`src/csd_pkg.sv`:
```
// Shared types, command codes and outcome codes of the CAN servo command decoder.
package csd_pkg;

	// Default parameter values
	localparam int CommandBaseDef = 1280;
	localparam int SendBaseDef    = 600;
	localparam int DefaultNodeDef = 0;
	localparam int FracBitsDef    = 16;

	// Stream widths
	localparam int InDataW  = 56;
	localparam int OutDataW = 40;

	// Command codes
	localparam logic [7:0] CMD_NODE_ID  = 8'h01;
	localparam logic [7:0] CMD_WORD0    = 8'h02;
	localparam logic [7:0] CMD_WORD1    = 8'h03;
	localparam logic [7:0] CMD_WORD2    = 8'h04;
	localparam logic [7:0] CMD_ADC_LO   = 8'h05;
	localparam logic [7:0] CMD_ADC_HI   = 8'h06;
	localparam logic [7:0] CMD_ANG_LO   = 8'h07;
	localparam logic [7:0] CMD_ANG_HI   = 8'h08;
	localparam logic [7:0] CMD_WORD3    = 8'h09;
	localparam logic [7:0] CMD_WORD4    = 8'h10;
	localparam logic [7:0] CMD_WORD5    = 8'h11;
	localparam logic [7:0] CMD_WORD6    = 8'h12;
	localparam logic [7:0] CMD_BYTE7    = 8'h13;
	localparam logic [7:0] CMD_TARGET   = 8'h14;

	// Outcome codes
	localparam logic [2:0] OUT_IGNORED  = 3'd0;
	localparam logic [2:0] OUT_SETTING  = 3'd1;
	localparam logic [2:0] OUT_SETPOINT = 3'd2;
	localparam logic [2:0] OUT_SEND     = 3'd3;
	localparam logic [2:0] OUT_ZERO     = 3'd4;

	// Divider sizes: product magnitude and span magnitude
	localparam int DivNumW = 48;
	localparam int DivDenW = 32;

	// Commands from the controller to the datapath
	typedef struct packed {
		logic latch;
		logic apply_dec;
		logic load_sub;
		logic load_mul;
		logic apply_zero;
		logic div_start;
		logic apply_map;
	} csd_cmd_t;

	// Status from the datapath to the controller
	typedef struct packed {
		logic is_map;
		logic span_zero;
		logic div_done;
	} csd_sts_t;

endpackage

```
`src/can_servo_command_decoder.sv`:
```
// Top level of the CAN servo command decoder: controller plus datapath.
//
// Channel | Direction | Payload
// s_*     | in        | frame_id, command, payload_b1..payload_b4
// m_*     | out       | outcome, setpoint, send_code, commit_pending, node_address
//
// A frame that only decodes goes from the decode state straight to the result.
// A target-angle frame passes the decode, multiply, divider start, divide and finish states;
// a zero angle span ends it at the multiply state with the zero outcome.
// One request is in flight at a time; s_tready is low until the result is taken.
// The result holds while m_tready is low. Reset is asynchronous and active low.
module can_servo_command_decoder
	import csd_pkg::*;
#(
	parameter int COMMAND_BASE = CommandBaseDef,
	parameter int SEND_BASE    = SendBaseDef,
	parameter int DEFAULT_NODE = DefaultNodeDef,
	parameter int FRAC_BITS    = FracBitsDef
) (
	input  logic                clk,
	input  logic                arst_n,
	input  logic                s_tvalid,
	output logic                s_tready,
	// frame_id[10:0], command[18:11], payload_b1..b4[50:19], zero pad
	input  logic [InDataW-1:0]  s_tdata,
	output logic                m_tvalid,
	input  logic                m_tready,
	// outcome[2:0], setpoint[18:3], send_code[26:19], commit_pending[27],
	// node_address[35:28], zero pad
	output logic [OutDataW-1:0] m_tdata
);

	csd_cmd_t    cmd;
	csd_sts_t    sts;
	logic [2:0]  outcome;
	logic [15:0] setpoint;
	logic [7:0]  send_code;
	logic        commit_pending;
	logic [7:0]  node_address;

	csd_ctrl u_ctrl (
		.clk      (clk),
		.arst_n   (arst_n),
		.s_tvalid (s_tvalid),
		.s_tready (s_tready),
		.m_tvalid (m_tvalid),
		.m_tready (m_tready),
		.sts      (sts),
		.cmd      (cmd)
	);

	csd_dp #(
		.COMMAND_BASE (COMMAND_BASE),
		.SEND_BASE    (SEND_BASE),
		.DEFAULT_NODE (DEFAULT_NODE),
		.FRAC_BITS    (FRAC_BITS)
	) u_dp (
		.clk            (clk),
		.arst_n         (arst_n),
		.cmd            (cmd),
		.sts            (sts),
		.frame_id       (s_tdata[10:0]),
		.command        (s_tdata[18:11]),
		.word           (s_tdata[50:19]),
		.outcome        (outcome),
		.setpoint       (setpoint),
		.send_code      (send_code),
		.commit_pending (commit_pending),
		.node_address   (node_address)
	);

	assign m_tdata = {4'b0, node_address, commit_pending, send_code, setpoint, outcome};

endmodule

```
`src/csd_div.sv`:
```
// Iterative unsigned divider, two quotient bits per cycle.
module csd_div
	import csd_pkg::*;
(
	input  logic               clk,
	input  logic               arst_n,
	input  logic               start,
	input  logic [DivNumW-1:0] num,
	input  logic [DivDenW-1:0] den,
	output logic               done,
	output logic [DivNumW-1:0] quo
);

	localparam int Steps = DivNumW / 2;
	localparam int CntW  = $clog2(Steps + 1);

	logic [DivDenW-1:0] rem_q;
	logic [DivNumW-1:0] quo_q;
	logic [DivDenW-1:0] den_q;
	logic [CntW-1:0]    cnt_q;
	logic               busy_q;
	logic               done_q;
	logic [DivDenW-1:0] rem_d;
	logic [DivNumW-1:0] quo_d;

	// Two restoring steps on the running remainder
	always_comb begin
		logic [DivDenW:0] r;
		rem_d = rem_q;
		quo_d = quo_q;
		for (int i = 0; i < 2; i++) begin
			r = {rem_d, quo_d[DivNumW-1]};
			if (r >= {1'b0, den_q}) begin
				r = r - {1'b0, den_q};
				quo_d = {quo_d[DivNumW-2:0], 1'b1};
			end else begin
				quo_d = {quo_d[DivNumW-2:0], 1'b0};
			end
			rem_d = r[DivDenW-1:0];
		end
	end

	// Sequencing
	always_ff @(posedge clk or negedge arst_n) begin
		if (!arst_n) begin
			busy_q <= 1'b0;
			done_q <= 1'b0;
			cnt_q  <= '0;
		end else begin
			done_q <= 1'b0;
			if (start) begin
				busy_q <= 1'b1;
				cnt_q  <= CntW'(Steps);
			end else if (busy_q) begin
				cnt_q <= cnt_q - 1'b1;
				if (cnt_q == CntW'(1)) begin
					busy_q <= 1'b0;
					done_q <= 1'b1;
				end
			end
		end
	end

	// Working registers
	always_ff @(posedge clk) begin
		if (start) begin
			rem_q <= '0;
			quo_q <= num;
			den_q <= den;
		end else if (busy_q) begin
			rem_q <= rem_d;
			quo_q <= quo_d;
		end
	end

	assign done = done_q;
	assign quo  = quo_q;

endmodule

```
`src/csd_dp.sv`:
```
// Datapath: stored settings, float conversion, setpoint mapping and result registers.
module csd_dp
	import csd_pkg::*;
#(
	parameter int COMMAND_BASE = CommandBaseDef,
	parameter int SEND_BASE    = SendBaseDef,
	parameter int DEFAULT_NODE = DefaultNodeDef,
	parameter int FRAC_BITS    = FracBitsDef
) (
	input  logic        clk,
	input  logic        arst_n,
	input  csd_cmd_t    cmd,
	output csd_sts_t    sts,
	input  logic [10:0] frame_id,
	input  logic [7:0]  command,
	input  logic [31:0] word,
	output logic [2:0]  outcome,
	output logic [15:0] setpoint,
	output logic [7:0]  send_code,
	output logic        commit_pending,
	output logic [7:0]  node_address
);

	localparam longint HiRaw = 64'sd180 * (64'sd1 <<< FRAC_BITS);
	localparam logic [31:0] AngHiRst = (HiRaw > 64'sd2147483647) ? 32'h7FFF_FFFF : 32'(HiRaw);

	logic [10:0] fid_q;
	logic [7:0]  cmd_q;
	logic [31:0] word_q;
	logic [7:0]  node_q;
	logic [15:0] alo_q, ahi_q, setp_q;
	logic [31:0] anglo_q, anghi_q;
	logic [7:0]  send_q;
	logic        commit_q;
	logic [2:0]  outcome_q;
	logic signed [32:0] tdiff_q, span_q;
	logic signed [16:0] adiff_q;
	logic signed [49:0] prod_q;

	logic        cmd_hit, send_hit;
	logic [2:0]  dec_outcome;
	logic [31:0] fixed;
	logic [15:0] be16;
	logic [DivNumW-1:0] num_mag, quo;
	logic [DivDenW-1:0] den_mag;
	logic signed [49:0] prod_abs;
	logic signed [32:0] span_abs;
	logic signed [49:0] qs, v;
	logic        div_done;

	// Identifier matching against the two bases
	assign cmd_hit  = {1'b0, fid_q} == 12'(COMMAND_BASE) + {4'b0, node_q};
	assign send_hit = {1'b0, fid_q} == 12'(SEND_BASE) + {4'b0, node_q};
	assign be16     = {word_q[7:0], word_q[15:8]};

	// IEEE single to signed fixed point, truncating and saturating
	always_comb begin
		logic              sgn;
		logic [7:0]        e;
		logic [23:0]       mant;
		logic signed [9:0] sh;
		logic [33:0]       mag;
		logic [9:0]        nsh;
		sgn  = word_q[31];
		e    = word_q[30:23];
		mant = (e == 8'd0) ? {1'b0, word_q[22:0]} : {1'b1, word_q[22:0]};
		sh   = (e == 8'd0) ? 10'(FRAC_BITS - 149) : $signed({2'b0, e}) - 10'sd150 + 10'(FRAC_BITS);
		nsh  = 10'(-sh);
		mag  = '0;
		if (sh >= 10'sd9) begin
			mag = 34'd1 << 33;
		end else if (sh >= 10'sd0) begin
			mag = {10'b0, mant} << sh[3:0];
		end else if (sh > -10'sd32) begin
			mag = {10'b0, mant >> nsh[4:0]};
		end
		if (e == 8'hFF) begin
			fixed = (word_q[22:0] != 23'd0) ? 32'd0 : (sgn ? 32'h8000_0000 : 32'h7FFF_FFFF);
		end else if (sgn) begin
			fixed = (mag > 34'h0_8000_0000) ? 32'h8000_0000 : 32'(-mag);
		end else begin
			fixed = (mag > 34'h0_7FFF_FFFF) ? 32'h7FFF_FFFF : mag[31:0];
		end
	end

	// Outcome of a frame that needs no mapping
	always_comb begin
		dec_outcome = OUT_IGNORED;
		if (cmd_hit) begin
			unique case (cmd_q)
				CMD_NODE_ID, CMD_WORD0, CMD_WORD1, CMD_WORD2, CMD_ADC_LO, CMD_ADC_HI,
				CMD_ANG_LO, CMD_ANG_HI, CMD_WORD3, CMD_WORD4, CMD_WORD5, CMD_WORD6,
				CMD_BYTE7: dec_outcome = OUT_SETTING;
				default:   dec_outcome = OUT_IGNORED;
			endcase
		end else if (send_hit) begin
			dec_outcome = OUT_SEND;
		end
	end

	// Divider operands as magnitudes
	assign prod_abs = prod_q[49] ? -prod_q : prod_q;
	assign span_abs = span_q[32] ? -span_q : span_q;
	assign num_mag  = prod_abs[DivNumW-1:0];
	assign den_mag  = span_abs[DivDenW-1:0];

	csd_div u_div (
		.clk    (clk),
		.arst_n (arst_n),
		.start  (cmd.div_start),
		.num    (num_mag),
		.den    (den_mag),
		.done   (div_done),
		.quo    (quo)
	);

	// Signed quotient, offset and clamp to the ADC range
	always_comb begin
		logic signed [49:0] alo_s, ahi_s;
		alo_s = $signed({34'b0, alo_q});
		ahi_s = $signed({34'b0, ahi_q});
		qs = (prod_q[49] ^ span_q[32]) ? -$signed({2'b0, quo}) : $signed({2'b0, quo});
		v  = qs + alo_s;
		if (v >= ahi_s) v = ahi_s;
		if (v <= alo_s) v = alo_s;
	end

	// Request latch and mapping operands
	always_ff @(posedge clk) begin
		if (cmd.latch) begin
			fid_q  <= frame_id;
			cmd_q  <= command;
			word_q <= word;
		end
		if (cmd.load_sub) begin
			tdiff_q <= $signed({fixed[31], fixed}) - $signed({anglo_q[31], anglo_q});
			adiff_q <= $signed({1'b0, ahi_q}) - $signed({1'b0, alo_q});
			span_q  <= $signed({anghi_q[31], anghi_q}) - $signed({anglo_q[31], anglo_q});
		end
		if (cmd.load_mul) begin
			prod_q <= tdiff_q * adiff_q;
		end
	end

	// Stored settings and result state
	always_ff @(posedge clk or negedge arst_n) begin
		if (!arst_n) begin
			node_q    <= 8'(DEFAULT_NODE);
			alo_q     <= 16'd0;
			ahi_q     <= 16'd4095;
			anglo_q   <= 32'd0;
			anghi_q   <= AngHiRst;
			setp_q    <= 16'd0;
			send_q    <= 8'd0;
			commit_q  <= 1'b0;
			outcome_q <= OUT_IGNORED;
		end else begin
			if (cmd.apply_dec) begin
				outcome_q <= dec_outcome;
				if (dec_outcome == OUT_SETTING) commit_q <= 1'b1;
				if (dec_outcome == OUT_SEND) send_q <= cmd_q;
				if (cmd_hit) begin
					unique case (cmd_q)
						CMD_NODE_ID: node_q  <= word_q[7:0];
						CMD_ADC_LO:  alo_q   <= be16;
						CMD_ADC_HI:  ahi_q   <= be16;
						CMD_ANG_LO:  anglo_q <= fixed;
						CMD_ANG_HI:  anghi_q <= fixed;
						default:     ;
					endcase
				end
			end
			if (cmd.apply_zero) outcome_q <= OUT_ZERO;
			if (cmd.apply_map) begin
				outcome_q <= OUT_SETPOINT;
				setp_q    <= v[15:0];
			end
		end
	end

	assign sts.is_map    = cmd_hit && (cmd_q == CMD_TARGET);
	assign sts.span_zero = span_q == 33'sd0;
	assign sts.div_done  = div_done;

	assign outcome        = outcome_q;
	assign setpoint       = setp_q;
	assign send_code      = send_q;
	assign commit_pending = commit_q;
	assign node_address   = node_q;

endmodule

```
`src/csd_ctrl.sv`:
```
// Controller state machine sequencing decode, mapping and result hand-off.
module csd_ctrl
	import csd_pkg::*;
(
	input  logic     clk,
	input  logic     arst_n,
	input  logic     s_tvalid,
	output logic     s_tready,
	output logic     m_tvalid,
	input  logic     m_tready,
	input  csd_sts_t sts,
	output csd_cmd_t cmd
);

	localparam logic [2:0] ST_IDLE = 3'd0;
	localparam logic [2:0] ST_DEC  = 3'd1;
	localparam logic [2:0] ST_MUL  = 3'd2;
	localparam logic [2:0] ST_DST  = 3'd3;
	localparam logic [2:0] ST_DIV  = 3'd4;
	localparam logic [2:0] ST_FIN  = 3'd5;
	localparam logic [2:0] ST_OUT  = 3'd6;

	logic [2:0] state_q, state_d;

	// Next state and commands
	always_comb begin
		state_d = state_q;
		cmd     = '0;
		unique case (state_q)
			ST_IDLE: begin
				cmd.latch = s_tvalid;
				if (s_tvalid) state_d = ST_DEC;
			end
			ST_DEC: begin
				if (sts.is_map) begin
					cmd.load_sub = 1'b1;
					state_d      = ST_MUL;
				end else begin
					cmd.apply_dec = 1'b1;
					state_d       = ST_OUT;
				end
			end
			ST_MUL: begin
				if (sts.span_zero) begin
					cmd.apply_zero = 1'b1;
					state_d        = ST_OUT;
				end else begin
					cmd.load_mul = 1'b1;
					state_d      = ST_DST;
				end
			end
			ST_DST: begin
				cmd.div_start = 1'b1;
				state_d       = ST_DIV;
			end
			ST_DIV: begin
				if (sts.div_done) state_d = ST_FIN;
			end
			ST_FIN: begin
				cmd.apply_map = 1'b1;
				state_d       = ST_OUT;
			end
			ST_OUT: begin
				if (m_tready) state_d = ST_IDLE;
			end
			default: state_d = ST_IDLE;
		endcase
	end

	// State register
	always_ff @(posedge clk or negedge arst_n) begin
		if (!arst_n) state_q <= ST_IDLE;
		else         state_q <= state_d;
	end

	assign s_tready = state_q == ST_IDLE;
	assign m_tvalid = state_q == ST_OUT;

endmodule

```
`config.mk`:
```
export PLATFORM = sky130hd
export DESIGN_NAME = can_servo_command_decoder
export DESIGN_NICKNAME = d
export VERILOG_FILES = /design/src/csd_pkg.sv /design/src/can_servo_command_decoder.sv /design/src/csd_div.sv /design/src/csd_dp.sv /design/src/csd_ctrl.sv
export SDC_FILE = /design/constraint.sdc
export NUM_CORES = 2
export LEC_CHECK = 0
export BUFFER_PORTS_ARGS = -buffer_cell sky130_fd_sc_hd__buf_2
export CAP_MARGIN = 20
export CORE_UTILIZATION = 55
export DETAILED_ROUTE_END_ITERATION = 16
export PLACE_DENSITY = 0.78
export RECOVER_POWER = 25
export SYNTH_ARGS = -nofsm -noshare
export SYNTH_HDL_FRONTEND = slang
export SYNTH_HIERARCHICAL = 1
export SYNTH_SLANG_ARGS = --single-unit
```
`constraint.sdc`:
```
create_clock -name clk -period 13.7 [get_ports clk]
set_input_delay 1.37 -clock clk [delete_from_list [all_inputs] [get_ports clk]]
set_output_delay 1.37 -clock clk [all_outputs]
set_load 0.01 [all_outputs]
```
==> out/qor.csv <==
stage,metric,value,unit
routing,Post-route DRC,0,
cts,Root Driver,clkbuf_16,
grt,largest net degree at the start of global routing,89,
sta,Final Hold Vio Count,0,
cts,setup bufs post-CTS,0,
routing,final wirelength,157400,µm
worst_setup_path,delay of the slowest cell on the worst path,1120,ps
cts,cts bufs inserted,51,
placed_design,Final HPWL DP,117500,µm
floorplanning,IO Count,102,
cts,Clock transition at path regs,60,ps
floorplanning,initial core utilization,0.5580,
outcome,failing checks,"capacitance limit, slew limit",
power_and_ir_drop,Worst IR Drop VDD,0.0002130,V
routing,Detail Route Antenna Nets,0,
grt,initial antenna violation count,5,
sta,worst slew pin tran,5174,ps
sta,Max Clk Rate,90.43,MHz
worst_setup_path,CP Class,flop to flop,
worst_setup_path,crit-path leading delay family,compound AO/OA/AOI/OAI gates,
cells_and_area,Area Growth Syn to Fin,5.757,%
worst_setup_path,worst-path maximum fanout,51,
worst_hold_path,worst min-delay path class,flop to flop,
worst_setup_path,crit path capture type,flop,
grt,first-pass GRT wire length,247000,µm
sta,skew final,47.46,ps
synth,"Seq/Total Area, Yosys",0.2278,
routing,WL/cell,22.13,µm
floorplanning,Die H,313.2,µm
cts,largest buffer count on any clock path,3,
synth,Post-synth EDFFs,263,
synth,Post-synth ARST share,0.3242,
cells_and_area,fill count,8064,
cells_and_area,utilization of the core after routing,0.5901,
cts,worst-skew pair later-pin latency,650,ps
outcome,status,"complete, but fails checks",
worst_setup_path,crit start category,flop,
routing,TritonRoute pass-1 iters,8,
power_and_ir_drop,pwr dens,141.6,nW/µm²
synth,Yosys warning count,6,
sta,Finish-stage setup viols,0,
grt,vias in the first global route,43930,
cts,Post-CTS Resized,0,
synth,Main synth FF type,edfxtp_1,
synth,Mapped Area,53250,µm²
cts,Max H-tree Level,2,
cells_and_area,sequential cell area,12130,µm²
routing,Vias/cell,6.236,
synth,cells after synthesis,5867,
sta,min Tclk post-route,11060,ps
floorplanning,die area,98070,µm²
floorplanning,# rows,113,
floorplanning,core area,95440,µm²
sta,Final Max Tran Viols,283,
sta,Slew HR,-2.449,
placed_design,RePlAce Congestion,0.9911,
placed_design,I/O Buffers,92,
worst_setup_path,Buf/Inv on CP,3,
worst_setup_path,slowest CP cell,clkbuf_1,
synth,"Distinct cells, synth",108,
worst_setup_path,WP data arrival,11590,ps
routing,initial DRC count,4514,
power_and_ir_drop,P_leak,25.23,nW
cts,CTS Hold Bufs,0,
sta,fin crit share,0.8072,
cts,CTS tree,built,
grt,GRT Total Usage,0.3200,
synth,syn_area_per_cell,9.077,µm²
floorplanning,die width,313.2,µm
cells_and_area,fin nets,6724,
cells_and_area,share of cells above drive strength 1,0.07907,
synth,Yosys reg bits,438,
sta,setup tns final,0,ps
routing,via count,44340,
cells_and_area,Multi-input gate area,37430,µm²
run,max-cap viol count,5,
grt,total gr overflow,0,
worst_setup_path,WP data required,14230,ps
cts,CTS sink count,438,
sta,RSZ-0062 raised after global routing,no,
-- placed cells by master (no fill, tap or decap), types with 218 or more instances in the layout --
cell type,synthesis,final
o21ai_0,276,276
fa_1,542,542
and2_1,218,218
a21oi_1,261,261
nor2_1,296,296
xnor2_1,252,251
edfxtp_1,263,263
nand2_1,672,672
ha_1,321,321
inv_1,684,683
-- per-layer routing --
metal	global-route usage	share of wire
met1	0.4323	0.41
met3	0.06087	0.093
met5	0	0.000095
met2	0.5055	0.45
met4	0.1334	0.045
-- flip-flops by register name, indices dropped and copies added (netlist names), 17 cells and up, named ones only --
signal / flops
u_dp/prod_q: 49
u_dp/u_div/quo: 48
u_dp/span_q: 33
u_dp/tdiff_q: 33
u_dp/anghi_q: 32
u_dp/anglo_q: 32
u_dp/u_div/den_q: 32
u_dp/u_div/rem_q: 32
u_dp/word_q: 32
u_dp/adiff_q: 17
-- through the flow --
step	setup WS, ps	instance area [µm²]	hold slack, ps	instances	total power [mW]
after floorplan	4699	53260	426.4	5870	5.379
after global placement	3544	54710	451.1	7013	6.406
after detailed placement	3461	54710	455.6	7013	6.482
after CTS	3419	56350	473.4	7108	7.877
after global routing	1757	56310	487.8	7108	8.475
final	2642	56320	461.1	7110	7.973
-- power by group --
| group | leakage, nW | total, mW | switching (mW) | internal, mW |
|---|---|---|---|---|
| registers | 4.69 | 2.07 | 0.340 | 1.73 |
| clock network | 0.788 | 1.37 | 0.591 | 0.775 |
| logic | 19.8 | 4.54 | 2.73 | 1.81 |
-- final timing paths --
path                       depth (start not counted)  slack [ps]                  end           startpoint
min in group asynchronous                          1        2650       u_dp/alo_q[12]               arst_n
max reg2reg                                       38        2640    u_dp/setpoint[11]      u_dp/span_q[32]
min reg2reg                                        1         460  u_dp/commit_pending  u_dp/commit_pending
max in group asynchronous                          1        7810    u_dp/u_div/busy_q               arst_n
max                                               38        2640    u_dp/setpoint[11]      u_dp/span_q[32]
min                                                1         460  u_dp/commit_pending  u_dp/commit_pending
-- cell families (layout without fill, tap and decap cells) --
group | after synthesis | count (layout) | share of synthesized area
and+or+nand+nor | 1832 | 1832 | 0.1697
AOI/OAI and AO/OA | 1204 | 1204 | 0.1496
buffers and inverters | 967 | 940 | 0.07044
adders and majority gates | 864 | 864 | 0.2794
DFF | 438 | 438 | 0.2278
xor gates and xnor gates | 340 | 340 | 0.05592
muxes | 221 | 221 | 0.04718
other | 1 | 6 | 0.00007042
-- cell type report --
class                      instances  area share
tap                             1265     0.02810
clock buffer                      67     0.02462
multi-input combinational       4465      0.6647
clock inverter                    28    0.004643
sequential                       438      0.2154
timing repair buffer             159     0.01668
antenna                            2  0.00008887
inverter                         686     0.04572
-- synth_stat cells, drive strengths merged (51+ instances only) --
library cell    n  area, µm²
fa            542      10850
xor2           88      770.7
inv           685       2571
nand4          54      337.8
mux2i          74      740.7
nand2         674       2535
nand2b         84      525.5
dfrtp         126       3153
edfxtp        263       7898
a31oi          51      319.1
mux2          140       1614
or3            60      375.4
clkbuf        223      838.3
nand3          88      445.4
a21o          100      750.7
nor3          102      515.5
o21ai         295       1480
and2          218       1364
nor2          297       1117
xnor2         252       2207
buf            58      337.8
a211oi         65      515.5
a21oi         261       1306
ha            321       4016
No activity file was read; power rests on OpenSTA's default activity.
